==> config.mk <==
export PLATFORM = sky130hd
export DESIGN_NAME = sti_decide
export DESIGN_NICKNAME = d
export VERILOG_FILES = /design/src/design/sti_pkg.sv /design/src/design/sti_decide.sv
export SDC_FILE = /design/constraint.sdc
export NUM_CORES = 1
export LEC_CHECK = 0
export ABC_AREA = 1
export BUFFER_PORTS_ARGS = -buffer_cell sky130_fd_sc_hd__buf_2
export CAP_MARGIN = 0
export CELL_PAD_IN_SITES_DETAIL_PLACEMENT = 1
export CELL_PAD_IN_SITES_GLOBAL_PLACEMENT = 2
export CORE_MARGIN = 2
export CORE_UTILIZATION = 35
export DETAILED_ROUTE_END_ITERATION = 10
export GPL_TIMING_DRIVEN = 0
export PLACE_DENSITY_LB_ADDON = 0.1
export REMOVE_ABC_BUFFERS = 1
export SLEW_MARGIN = 10
export SYNTH_ARGS = -nofsm -noshare
export SYNTH_HDL_FRONTEND = slang
export SYNTH_SLANG_ARGS = --single-unit
export TNS_END_PERCENT = 30
==> constraint.sdc <==
create_clock -name clk -period 11.88 [get_ports clk]
set_clock_uncertainty 0.15 [all_clocks]
set_input_delay 1.782 -clock clk [delete_from_list [all_inputs] [get_ports clk]]
set_output_delay 1.782 -clock clk [all_outputs]
set_load 0.01 [all_outputs]
==> src/design/sti_pkg.sv <==
// Shared types and constants for the segment-triangle intersection pipeline.
// No dependencies; every design module file refers to it by scoped names.
`default_nettype none

package sti_pkg;

    // Item operation codes
    typedef enum logic {
        OP_LOAD = 1'b0,
        OP_TEST = 1'b1
    } op_t;

    // Coordinates per point
    localparam int NUM_AXES = 3;

    // Dot-product lanes: determinant, the two scaled barycentric terms and the scaled segment parameter
    localparam int NUM_DOTS = 4;
    localparam int DOT_DET  = 0;
    localparam int DOT_NU   = 1;
    localparam int DOT_NV   = 2;
    localparam int DOT_NT   = 3;

    // Register stages from item acceptance up to and including the result register
    localparam int STAGE_COUNT = 8;

endpackage

`default_nettype wire

==> src/design/sti_decide.sv <==
// Decision section: sign correction against the determinant, range checks,
// and the result register. Depends on sti_pkg.
`default_nettype none

module sti_decide #(
    parameter int  COORD_WIDTH = 24,
    localparam int DOT_W       = 3 * COORD_WIDTH + 6
) (
    input  wire logic                    clk,
    input  wire logic                    rst_n,
    input  wire logic                    in_valid,
    output      logic                    in_ready,
    input  wire logic signed [DOT_W-1:0] sums [sti_pkg::NUM_DOTS],
    output      logic                    out_valid,
    input  wire logic                    out_ready,
    output      logic                    hit
);

    localparam int NORM_W = DOT_W + 1;
    localparam int SUM_W  = NORM_W + 1;

    logic                     e1_valid_reg;
    logic                     out_valid_reg;
    logic                     e1_advance;
    logic                     out_advance;
    logic                     flip;
    logic                     det_zero_next;
    logic                     det_zero_reg;
    logic signed [NORM_W-1:0] norm_next [sti_pkg::NUM_DOTS];
    logic signed [NORM_W-1:0] norm_reg  [sti_pkg::NUM_DOTS];
    logic signed [SUM_W-1:0]  uv_sum;
    logic                     hit_next;
    logic                     hit_reg;

    assign out_advance = !out_valid_reg || out_ready;
    assign e1_advance  = !e1_valid_reg || out_advance;
    assign in_ready    = e1_advance;

    // Negate all four values when the determinant is negative
    always_comb
    begin
        flip          = sums[sti_pkg::DOT_DET][DOT_W-1];
        det_zero_next = (sums[sti_pkg::DOT_DET] == '0);
        for (int d = 0; d < sti_pkg::NUM_DOTS; d++)
        begin
            norm_next[d] = flip ? -NORM_W'(sums[d]) : NORM_W'(sums[d]);
        end
    end

    // Hit needs 0 <= nu <= det, nv >= 0, nu + nv <= det and 0 < nt <= det
    always_comb
    begin
        uv_sum   = SUM_W'(norm_reg[sti_pkg::DOT_NU]) + SUM_W'(norm_reg[sti_pkg::DOT_NV]);
        hit_next = !det_zero_reg
                   && !norm_reg[sti_pkg::DOT_NU][NORM_W-1]
                   && (norm_reg[sti_pkg::DOT_NU] <= norm_reg[sti_pkg::DOT_DET])
                   && !norm_reg[sti_pkg::DOT_NV][NORM_W-1]
                   && (uv_sum <= SUM_W'(norm_reg[sti_pkg::DOT_DET]))
                   && !norm_reg[sti_pkg::DOT_NT][NORM_W-1]
                   && (norm_reg[sti_pkg::DOT_NT] != '0)
                   && (norm_reg[sti_pkg::DOT_NT] <= norm_reg[sti_pkg::DOT_DET]);
    end

    always_ff @(posedge clk or negedge rst_n)
    begin
        if (!rst_n)
        begin
            e1_valid_reg  <= 1'b0;
            out_valid_reg <= 1'b0;
        end
        else
        begin
            if (e1_advance)
            begin
                e1_valid_reg <= in_valid;
            end
            if (out_advance)
            begin
                out_valid_reg <= e1_valid_reg;
            end
        end
    end

    always_ff @(posedge clk)
    begin
        if (e1_advance)
        begin
            norm_reg     <= norm_next;
            det_zero_reg <= det_zero_next;
        end
        if (out_advance)
        begin
            hit_reg <= hit_next;
        end
    end

    assign out_valid = out_valid_reg;
    assign hit       = hit_reg;

endmodule

`default_nettype wire

Yosys cells after proc, flatten, opt, wreduce, memory -nomap -nowiden:

Cells that the tools add are included.

* $add $sub $neg: 5
* $lt $le $gt $ge: 3
* mux-type cells: 4
* reduce and logical (&&, ||, !) cells: 17

Operator list (count)
* $neg A78 Y79: 4
* $mux W79: 3
* $le A79 B79 Y1: 2
* $add A79 B79 Y80: 1
* $le A80 B79 Y1: 1
* $reduce_bool A79 Y1: 1
* $logic_not A78 Y1: 1
* $mux W77: 1
* $logic_and A1 B1 Y1: 7
* $logic_not A1 Y1: 6
* $logic_or A1 B1 Y1: 2

* flip-flop bits (word level): 320
* input port bits: 316
* output and inout port bits: 3
* logic and storage cells: 38

Depth between registers and ports, before layout:

Gate-level depths: netlist of the first run.

* depth in word-level cells: 8
* gate-level depth with buffers: 31

Least setup slack after synthesis of the first run:

Ideal clock, no wire load.

* kind: input -> register
* start: in out_ready
* end: reg det_zero_reg, enable pin
* library setup time: 3.188 ns
* arrival time: 8.950 ns
* required time: 8.542 ns
* path slack: -0.408 ns
* stages: 2
* path buffers: 0
* cells stage by stage: inv_1 > nand3_1

* word-level cells in the longest chain between the ends: 2

Ends and longest elaborated chain
* start, declared: line sti_decide.sv:15 `input wire logic out_ready,`
* $logic_or A1 B1 Y1: line sti_decide.sv:35 `assign out_advance = !out_valid_reg || out_ready;`
* $logic_or A1 B1 Y1: line sti_decide.sv:36 `assign e1_advance = !e1_valid_reg || out_advance;`
* via in_ready: line sti_decide.sv:12 `output logic in_ready,`
* end signal, assigned: line sti_decide.sv:89 `det_zero_reg <= det_zero_next;`
* end, declared: line sti_decide.sv:28 `logic det_zero_reg;`

The timed path passes the listed nets, and every way through them passes these cells.
A chain may end at the register's enable or synchronous reset.

Worst setup path after layout of the first run:

* start: reg norm_reg[168] in the netlist's numbering
* end: reg hit_reg (netlist: hit) (data pin)

* word-level cells in the longest chain between the ends: 7
* elaborated cells on any way between the ends: 9
* those cells by class: add/sub: 1; order compare: 2; reduce/logical: 6

Ends and longest elaborated chain
* start, declared: line sti_decide.sv:30 `logic signed [NORM_W-1:0] norm_reg [sti_pkg::NUM_DOTS];`
* start signal, assigned: line sti_decide.sv:88 `norm_reg <= norm_next;`
* branches (longest 3 deep; another with $add A79 B79 Y80)
* $logic_and A1 B1 Y1 *: line sti_decide.sv:58 `&& (uv_sum <= SUM_W'(norm_reg[sti_pkg::DOT_DET]))`
* $logic_and A1 B1 Y1 *: line sti_decide.sv:59 `&& !norm_reg[sti_pkg::DOT_NT][NORM_W-1]`
* $logic_and A1 B1 Y1 *: line sti_decide.sv:60 `&& (norm_reg[sti_pkg::DOT_NT] != '0)`
* $logic_and A1 B1 Y1 *: line sti_decide.sv:61 `&& (norm_reg[sti_pkg::DOT_NT] <= norm_reg[sti_pkg::DOT_DET]);`
* via hit_next: line sti_decide.sv:32 `logic hit_next;`
* end signal, assigned: line sti_decide.sv:93 `hit_reg <= hit_next;`
* end, declared: line sti_decide.sv:33 `logic hit_reg;`

Mark *: on every way through the listed nets, which the timed path passes.

==> metrics.md, run 1 <==
| Metric | Value |
|---|---|
| Req. time, crit path | `about 12000 ps` |
| Sequential Power Share | `between 30% and 40%` |
| Finish-stage setup viols | `0` |
| Mapped Cells | `4466` |
| Commonest non-fill, non-tap cell in the layout | `nand2_1` |
| Vias in the first global route | `~33000` |
| Die area | `0.0950 sq mm` |
| Fin. max-slew vios | `0` |
| Synth Register Bits | `320` |
| H-tree Lvls | `2` |
| Hold/Removal Path Class | `reg2reg` |
| Critical Path Fanout Max | `4` |
| RSZ-0062 raised after global routing | `no` |
| Critical Path End Type | `flop` |
| Largest net degree at the start of global routing | `between 80 and 90` |
| Worst slew pin tran | `1250 ps` |
| Post-synthesis instance area | `0.0324 sq mm` |
| TritonCTS Buffers | `between 40 and 50` |
| P&R area growth vs syn | `14.0%` |
| CTS tree | `yes` |
| NetSw | `around 2000 uW` |
| Routed len/inst | `roughly 25 microns` |
| Largest register FFs | `316` |
| Most used flip-flop cell after synthesis | `edfxtp_1` |
| DRC | `0` |
| Run status | `finished, final reports clean` |
| DR iter-0 viols | `~1600` |
| Layout cells sized above 1 | `between 10 and 15%` |
| Sequential area share after synthesis | `29.6%` |
| Post-Layout Cell Count | `between 6000 and 7000` |
| CTS root buffer | `clkbuf_16` |
| Startpoint types | `flop` |
| Final period util | `between 40% and 50%` |
| First-pass GRT wire length | `211 mm` |
| Leak Pwr | `between 0.015 and 0.02 uW` |
| Nets | `between 5000 and 6000` |
| Deepest clock path buffer count | `3` |
| Post-synth EDFFs | `around 320` |
| Core Box Area | `approximately 0.092 sq mm` |
| Tmin final | `around 5400 ps` |
| Hold Vio Cnt, Final | `0` |
| Antenna-violating nets left | `0` |
| Crit Path Category | `reg2reg` |
| Gpl congestion | `1.00` |
| Buffers on Ports | `approximately 320` |
| Yosys cell types | `61` |
| CTS sink count | `320` |
| Net Sw Frac | `roughly 40%` |
| Post_cts resized | `0` |
| Fraction of registers with async set/reset | `less than 1%` |
| Syn Area/Cell | `between 7 and 8 sq um` |
| Design area | `between 0.03 and 0.04 sq mm` |
| Critical Path AT | `5610 ps` |
| Cts hold-fix bufs | `0` |
| Total track usage | `a little under a third` |
| Total gr overflow | `0` |
| Initial antenna violation count | `17` |
| Via Count | `around 31000` |
| Initial core utilization | `~35%` |
| Vias/cell | `roughly 5.2` |
| Die X | `a little over 300 microns` |
| Pwr/cell area | `129 mW/mm^2` |
| Yosys warning total | `0` |
| Clock latency on the worst-skew pair | `roughly 600 ps` |
| Die H | `308 microns` |
| Final wirelength | `between 100 and 150 mm` |
| Post-CTS Setup Bufs | `0` |
| Placed insts | `about 5900` |
| Fmax | `~0.19 GHz` |
| Slew HR | `~16%` |
| Share of total power in the clock network | `27.4%` |
| Combinational Power Share | `about two fifths` |
| I/O pin cnt | `approximately 320` |
| Most frequent cells in the layout | `912 x nand2_1, 666 x nor2_1, 634 x inv_1, 321 x ha_1, 318 x edfxtp_1` |
| Post-detail-place hpwl | `around 130 mm` |
| Worst-path clk slew | `around 60 ps` |
| Int Power | `approximately 2800 uW` |
| TritonRoute pass-1 iters | `5` |
| Cell Area, Placed | `between 0.03 and 0.04 sq mm` |
| Max-cap violations | `0` |
| Peak supply drop | `around 81 uV` |
| Floorplan row count | `around 110` |
[synthesized netlist by cell type, drive strengths merged, types with 9 or more instances]
cell    instances  share of area (%)
nor4           97                2.0
nand2         938                 11
xnor2          62                1.7
buf            18               0.23
inv           656                7.6
a21boi         10               0.23
o21bai         21               0.49
o21a           22               0.51
edfxtp        318                 29
o21ai         217                3.5
a21o           22               0.51
nand3         198                3.2
nor3           85                1.5
a21oi         254                4.0
xor2          295                8.0
nor2          718                9.0
a31oi          17               0.33
clkbuf         21               0.24
nand4         115                2.4
ha            321                 12
o211ai          9               0.28
[path summary, 6_finish.rpt]
path | start | endpoint | slack, ps | cells past startpoint
setup reg to reg | norm_reg[168] | hit | 6470 | 25
setup / recovery | norm_reg[168] | hit | 6470 | 25
hold / removal | e1_valid_reg | out_valid | 380 | 2
max in group asynchronous | rst_n | e1_valid_reg | 10670 | 1
hold reg to reg | e1_valid_reg | out_valid | 380 | 2
min in group asynchronous | rst_n | out_valid | 820 | 1
[power by group through the flow]
stage	logic (uW)	clock network, uW	registers [uW]
6_report	1920	1310	1540
5_1_grt	2150	1380	1550
4_1_cts	1910	1330	1540
3_5_place_dp	1900	0	1560
3_3_place_gp	1860	0	1610
2_1_floorplan	1220	0	1510
[metrics by stage]
stage	setup TNS [ps]	utilization [%]	total power [uW]	setup WS (ps)	hold slack [ps]
floorplan	-129460	-	2720	-408	284
global placement	-1631480	38.5	3470	-5190	303
detailed placement	0	38.8	3460	6410	372
CTS	0	40.3	4790	6420	388
global route	0	40.3	5080	6180	416
finish	0	40.3	4770	6470	382
[layout make-up]
type,instances,area [sq um]
inverter,657,2470
sequential,320,9600
fill,11700,54700
clock inverter,24,295
antenna,8,20.0
timing repair buffer,326,1820
clock buffer,50,1060
multi-input combinational,3450,20200
tap,1186,1480
[per-layer routing]
metal	global-route usage, %	up-vias	part of all wire, %
li1	-	15600	-
met1	38.4	15000	44
met2	52.5	645	47
met3	3.51	229	3.6
met4	15.6	18	5.8
met5	0	-	0.074
[kinds of logic after synthesis]
| logic type | share of synthesized area, % |
|---|---|
| AO/OA/AOI/OAI | 10.3 |
| XOR/XNOR | 9.65 |
| adder cells (fa/ha/maj) | 12.5 |
| buffers and inverters | 8.09 |
| flip-flops | 29.6 |
| other | 0.0116 |
| AND/OR/NAND/NOR | 29.9 |
[worst max-delay path: stages, from the launching register on]
cell      delay, ps
edfxtp_1        480
ha_1            410
nand2_1         130
nor2_1          150
inv_1            90
nor3_2          200
a21oi_1         220
o21ai_2         360
nand2_1         110
nand2_1         250
nand2_1         200
nand3_1         120
nand2_1          90
ha_1            400
nand2_1         110
nor2_1          170
nand2_1          90
nor2_1          370
nand2_1         130
nor2_1          130
nand2_1         100
nand3_1         100
nand2_1          50
nand3_1         140
nand3_1         100
nor2_1          330
Note: power is estimated with default switching activity, not from simulation.
==> inputs of run 2 (changes only) <==
--- a/config.mk
+++ b/config.mk
@@ -11,7 +11,7 @@
 export CELL_PAD_IN_SITES_DETAIL_PLACEMENT = 1
 export CELL_PAD_IN_SITES_GLOBAL_PLACEMENT = 2
 export CORE_MARGIN = 2
-export CORE_UTILIZATION = 35
+export CORE_UTILIZATION = 32
 export DETAILED_ROUTE_END_ITERATION = 10
 export GPL_TIMING_DRIVEN = 0
 export PLACE_DENSITY_LB_ADDON = 0.1
==> constraint.sdc (replaced) <==
create_clock -name clk -period 4.7 [get_ports clk]
set_clock_uncertainty 0.15 [all_clocks]
set_input_delay 0.705 -clock clk [delete_from_list [all_inputs] [get_ports clk]]
set_output_delay 0.705 -clock clk [all_outputs]
set_load 0.01 [all_outputs]
==> metrics.md, run 2 (same netlist as run 1, synthesis figures left out) <==
| Metric | Value |
|---|---|
| Run status | `finished, final reports clean` |
| H-tree Lvls | `2 (unchanged)` |
| DR iter-0 viols | `1277 (-19%)` |
| Vias/cell | `5.00 (-4.4%)` |
| Slew HR | `26.9% (+11 points)` |
| Pwr/cell area | `319 mW/mm^2 (+150%)` |
| Combinational Power Share | `42.2% (+2.0 points)` |
| DRC | `0 (unchanged)` |
| Final wirelength | `149 mm (+0.95%)` |
| Largest net degree at the start of global routing | `100 (+14%)` |
| Worst slew pin tran | `1090 ps (-167 ps)` |
| Peak supply drop | `208 uV (+160%)` |
| P&R area growth vs syn | `17.0%` |
| R2R depth | `26 (+4.0%)` |
| Req. time, crit path | `4970 ps (-7110 ps)` |
| Reg2reg setup slack | `150 ps (-6320 ps)` |
| Hold/Removal Path Class | `in2reg` |
| Startpoint types | `flop` |
| Initial core utilization | `32.3% (-3.0 points)` |
| Initial antenna violation count | `12 (-5)` |
| CTS sink count | `320 (unchanged)` |
| Critical Path End Type | `flop` |
| Buffers on Ports | `318 (unchanged)` |
| Floorplan row count | `116 (+4.5%)` |
| Met2 wire len | `72.7 mm (+4.6%)` |
| Final setup margin | `152 ps (-6320 ps)` |
| Gpl congestion | `0.962 (-3.9%)` |
| Number of cells on the critical path | `26 (+4.0%)` |
| Tmin final | `4550 ps (-857 ps)` |
| Clock latency on the worst-skew pair | `590 ps (about the same)` |
| Vias in the first global route | `32900 (+0.42%)` |
| Die X | `322 microns (+4.5%)` |
| Power consumption | `12100 uW (+150%)` |
| Total track usage | `28.4% (-2.4 points)` |
| Hold Vio Cnt, Final | `0 (unchanged)` |
| Antenna-violating nets left | `0 (unchanged)` |
| Most frequent cells in the layout | `901 x nand2_1, 646 x nor2_1, 633 x inv_1, 318 x edfxtp_1, 317 x buf_2` |
| Max-cap violations | `0 (unchanged)` |
| Total gr overflow | `0 (unchanged)` |
| Die H | `322 microns (+4.5%)` |
| Critical Path AT | `4820 ps (-790 ps)` |
| Share of total power in the clock network | `25.4% (-2.0 points)` |
| Cell mode on critical path | `nand2_1` |
| First-pass GRT wire length | `212 mm (+0.47%)` |
| Critical Path Fanout Max | `5 (+1)` |
| Slowest stage cell, crit path | `edfxtp_1` |
| WHS | `164 ps (-218 ps)` |
| Fmax | `0.220 GHz (+19%)` |
| Sequential Power Share | `32.4% (about the same)` |
| Cell Area, Placed | `0.0358 sq mm (+0.60%)` |
| Finish-stage setup viols | `0 (unchanged)` |
| Crit path to | `hit` |
| Post-detail-place hpwl | `130 mm (+0.21%)` |
| Design area | `0.0379 sq mm (+2.6%)` |
| Net Sw Frac | `41.3% (+0.36 points)` |
| CTS tree | `yes` |
| Commonest non-fill, non-tap cell in the layout | `nand2_1` |
| Leak Pwr | `0.0165 uW (+0.91%)` |
| Core Box Area | `0.100 sq mm (+9.4%)` |
| Fin. max-slew vios | `0 (unchanged)` |
| Die area | `0.104 sq mm (+9.3%)` |
| Final period util | `96.8% (+51 points)` |
| TritonCTS Buffers | `41 (unchanged)` |
| Worst flop-to-flop path startpoint | `norm_reg[158]` |
| CP bufs+invs | `1 (unchanged)` |
| CP max stage delay | `450 ps (-30 ps)` |
| Crit path from | `norm_reg[158]` |
| Cell family with most CP delay | `simple AND/OR/NAND/NOR gates` |
| Layout cells sized above 1 | `13.7% (+2.3 points)` |
| TritonRoute pass-1 iters | `5 (unchanged)` |
| Int Power | `7090 uW (+150%)` |
| Routed len/inst | `24.1 microns (-2.1%)` |
| Max layer used | `met5` |
| M1 wire length | `64.6 mm (+0.28%)` |
| Nets | `5455 (+0.39%)` |
| Crit Path Category | `reg2reg` |
| Via Count | `31000 (-1.4%)` |
| Deepest clock path buffer count | `3 (unchanged)` |
| Place WS | `-851 ps (-7260 ps)` |
| DR WL met3 | `4.38 mm (-19%)` |
| CTS root buffer | `clkbuf_16` |
| R2R Path End | `hit` |
| Worst-path clk slew | `60 ps (about the same)` |
| NetSw | `5000 uW (+160%)` |
| I/O pin cnt | `319 (unchanged)` |
| Largest register FFs | `316 (unchanged)` |
[run 2: final cells by class]
type                    instances  area (sq um)
inverters                     657          2470
well taps                    1357          1700
diodes                          5          12.5
flip-flops and latches        320          9600
clock buffers                  48          1090
clock inverters                27           205
repair buffers                347          1980
multi-input cells            3450         20800
fillers                     12600         62400
[run 2: worst min-delay path by stage]
| stage | slack [ps] | depth (start not counted) | startpoint | to |
|---|---|---|---|---|
| after floorplan | 260 | 0 | rst_n | e1_valid_reg |
| after global placement | 310 | 2 | e1_valid_reg | out_valid |
| after detailed placement | 340 | 1 | rst_n | e1_valid_reg |
| after CTS | 130 | 3 | in_valid | e1_valid_reg |
| after global routing | 150 | 1 | sums[156] | norm_reg[158] |
| final | 160 | 1 | sums[156] | norm_reg[158] |
[run 2: power groups by stage]
| stage | combinational, uW | clock, uW | sequential, uW |
|---|---|---|---|
| after global placement | 4770 | 0 | 4060 |
| after floorplan | 3080 | 0 | 3810 |
| final | 5110 | 3070 | 3910 |
| after CTS | 4940 | 3170 | 3890 |
| after detailed placement | 4840 | 0 | 3930 |
| after global routing | 5730 | 3260 | 3940 |
[run 2: metal layers]
metal,vias up,GRT usage (%)
met3,217,2.17
met4,12,13.5
met1,14600,34.9
met5,-,0
met2,576,50.2
li1,15600,-
[run 2: worst register-to-register path, stage by stage (launching register included)]
cell and delay [ps]:
edfxtp_1 450, ha_4 210, fa_2 390, nand2_1 80, inv_1 60, nand2_1 100, nand2_4 110, nand2_4 90
nand2_2 70, a21oi_4 190, o21ai_2 110, a21oi_2 310, o21ai_0 160, xor2_1 190, ha_1 290, nand2_1 70
nor2_1 140, nand4_1 180, nor2_2 220, nand2_1 70, nor2_1 80, nand2_1 80, nand3_1 90, nand2_1 80
nand3_4 110, nand3_2 110, nor2_4 180
[run 2: stage by stage]
| stage | utilization, % | instances | setup TNS [ps] |
|---|---|---|---|
| CTS | 37.1 | 6192 | 0 |
| detailed placement | 35.7 | 6110 | -851 |
| global placement | 35.4 | 6102 | -4448070 |
| global route | 37.8 | 6208 | -44.9 |
| floorplan | - | 4427 | -2073180 |
| finish | 37.8 | 6211 | 0 |
[run 2: repair_timing]
item                       in CTS  in global routing
buffers inserted                6                 14
hold buffers                    1                  0
hold endpoints to repair        2                  0
pin swaps                       5                 13
resized for setup              32                105
setup endpoints to repair       1                  1
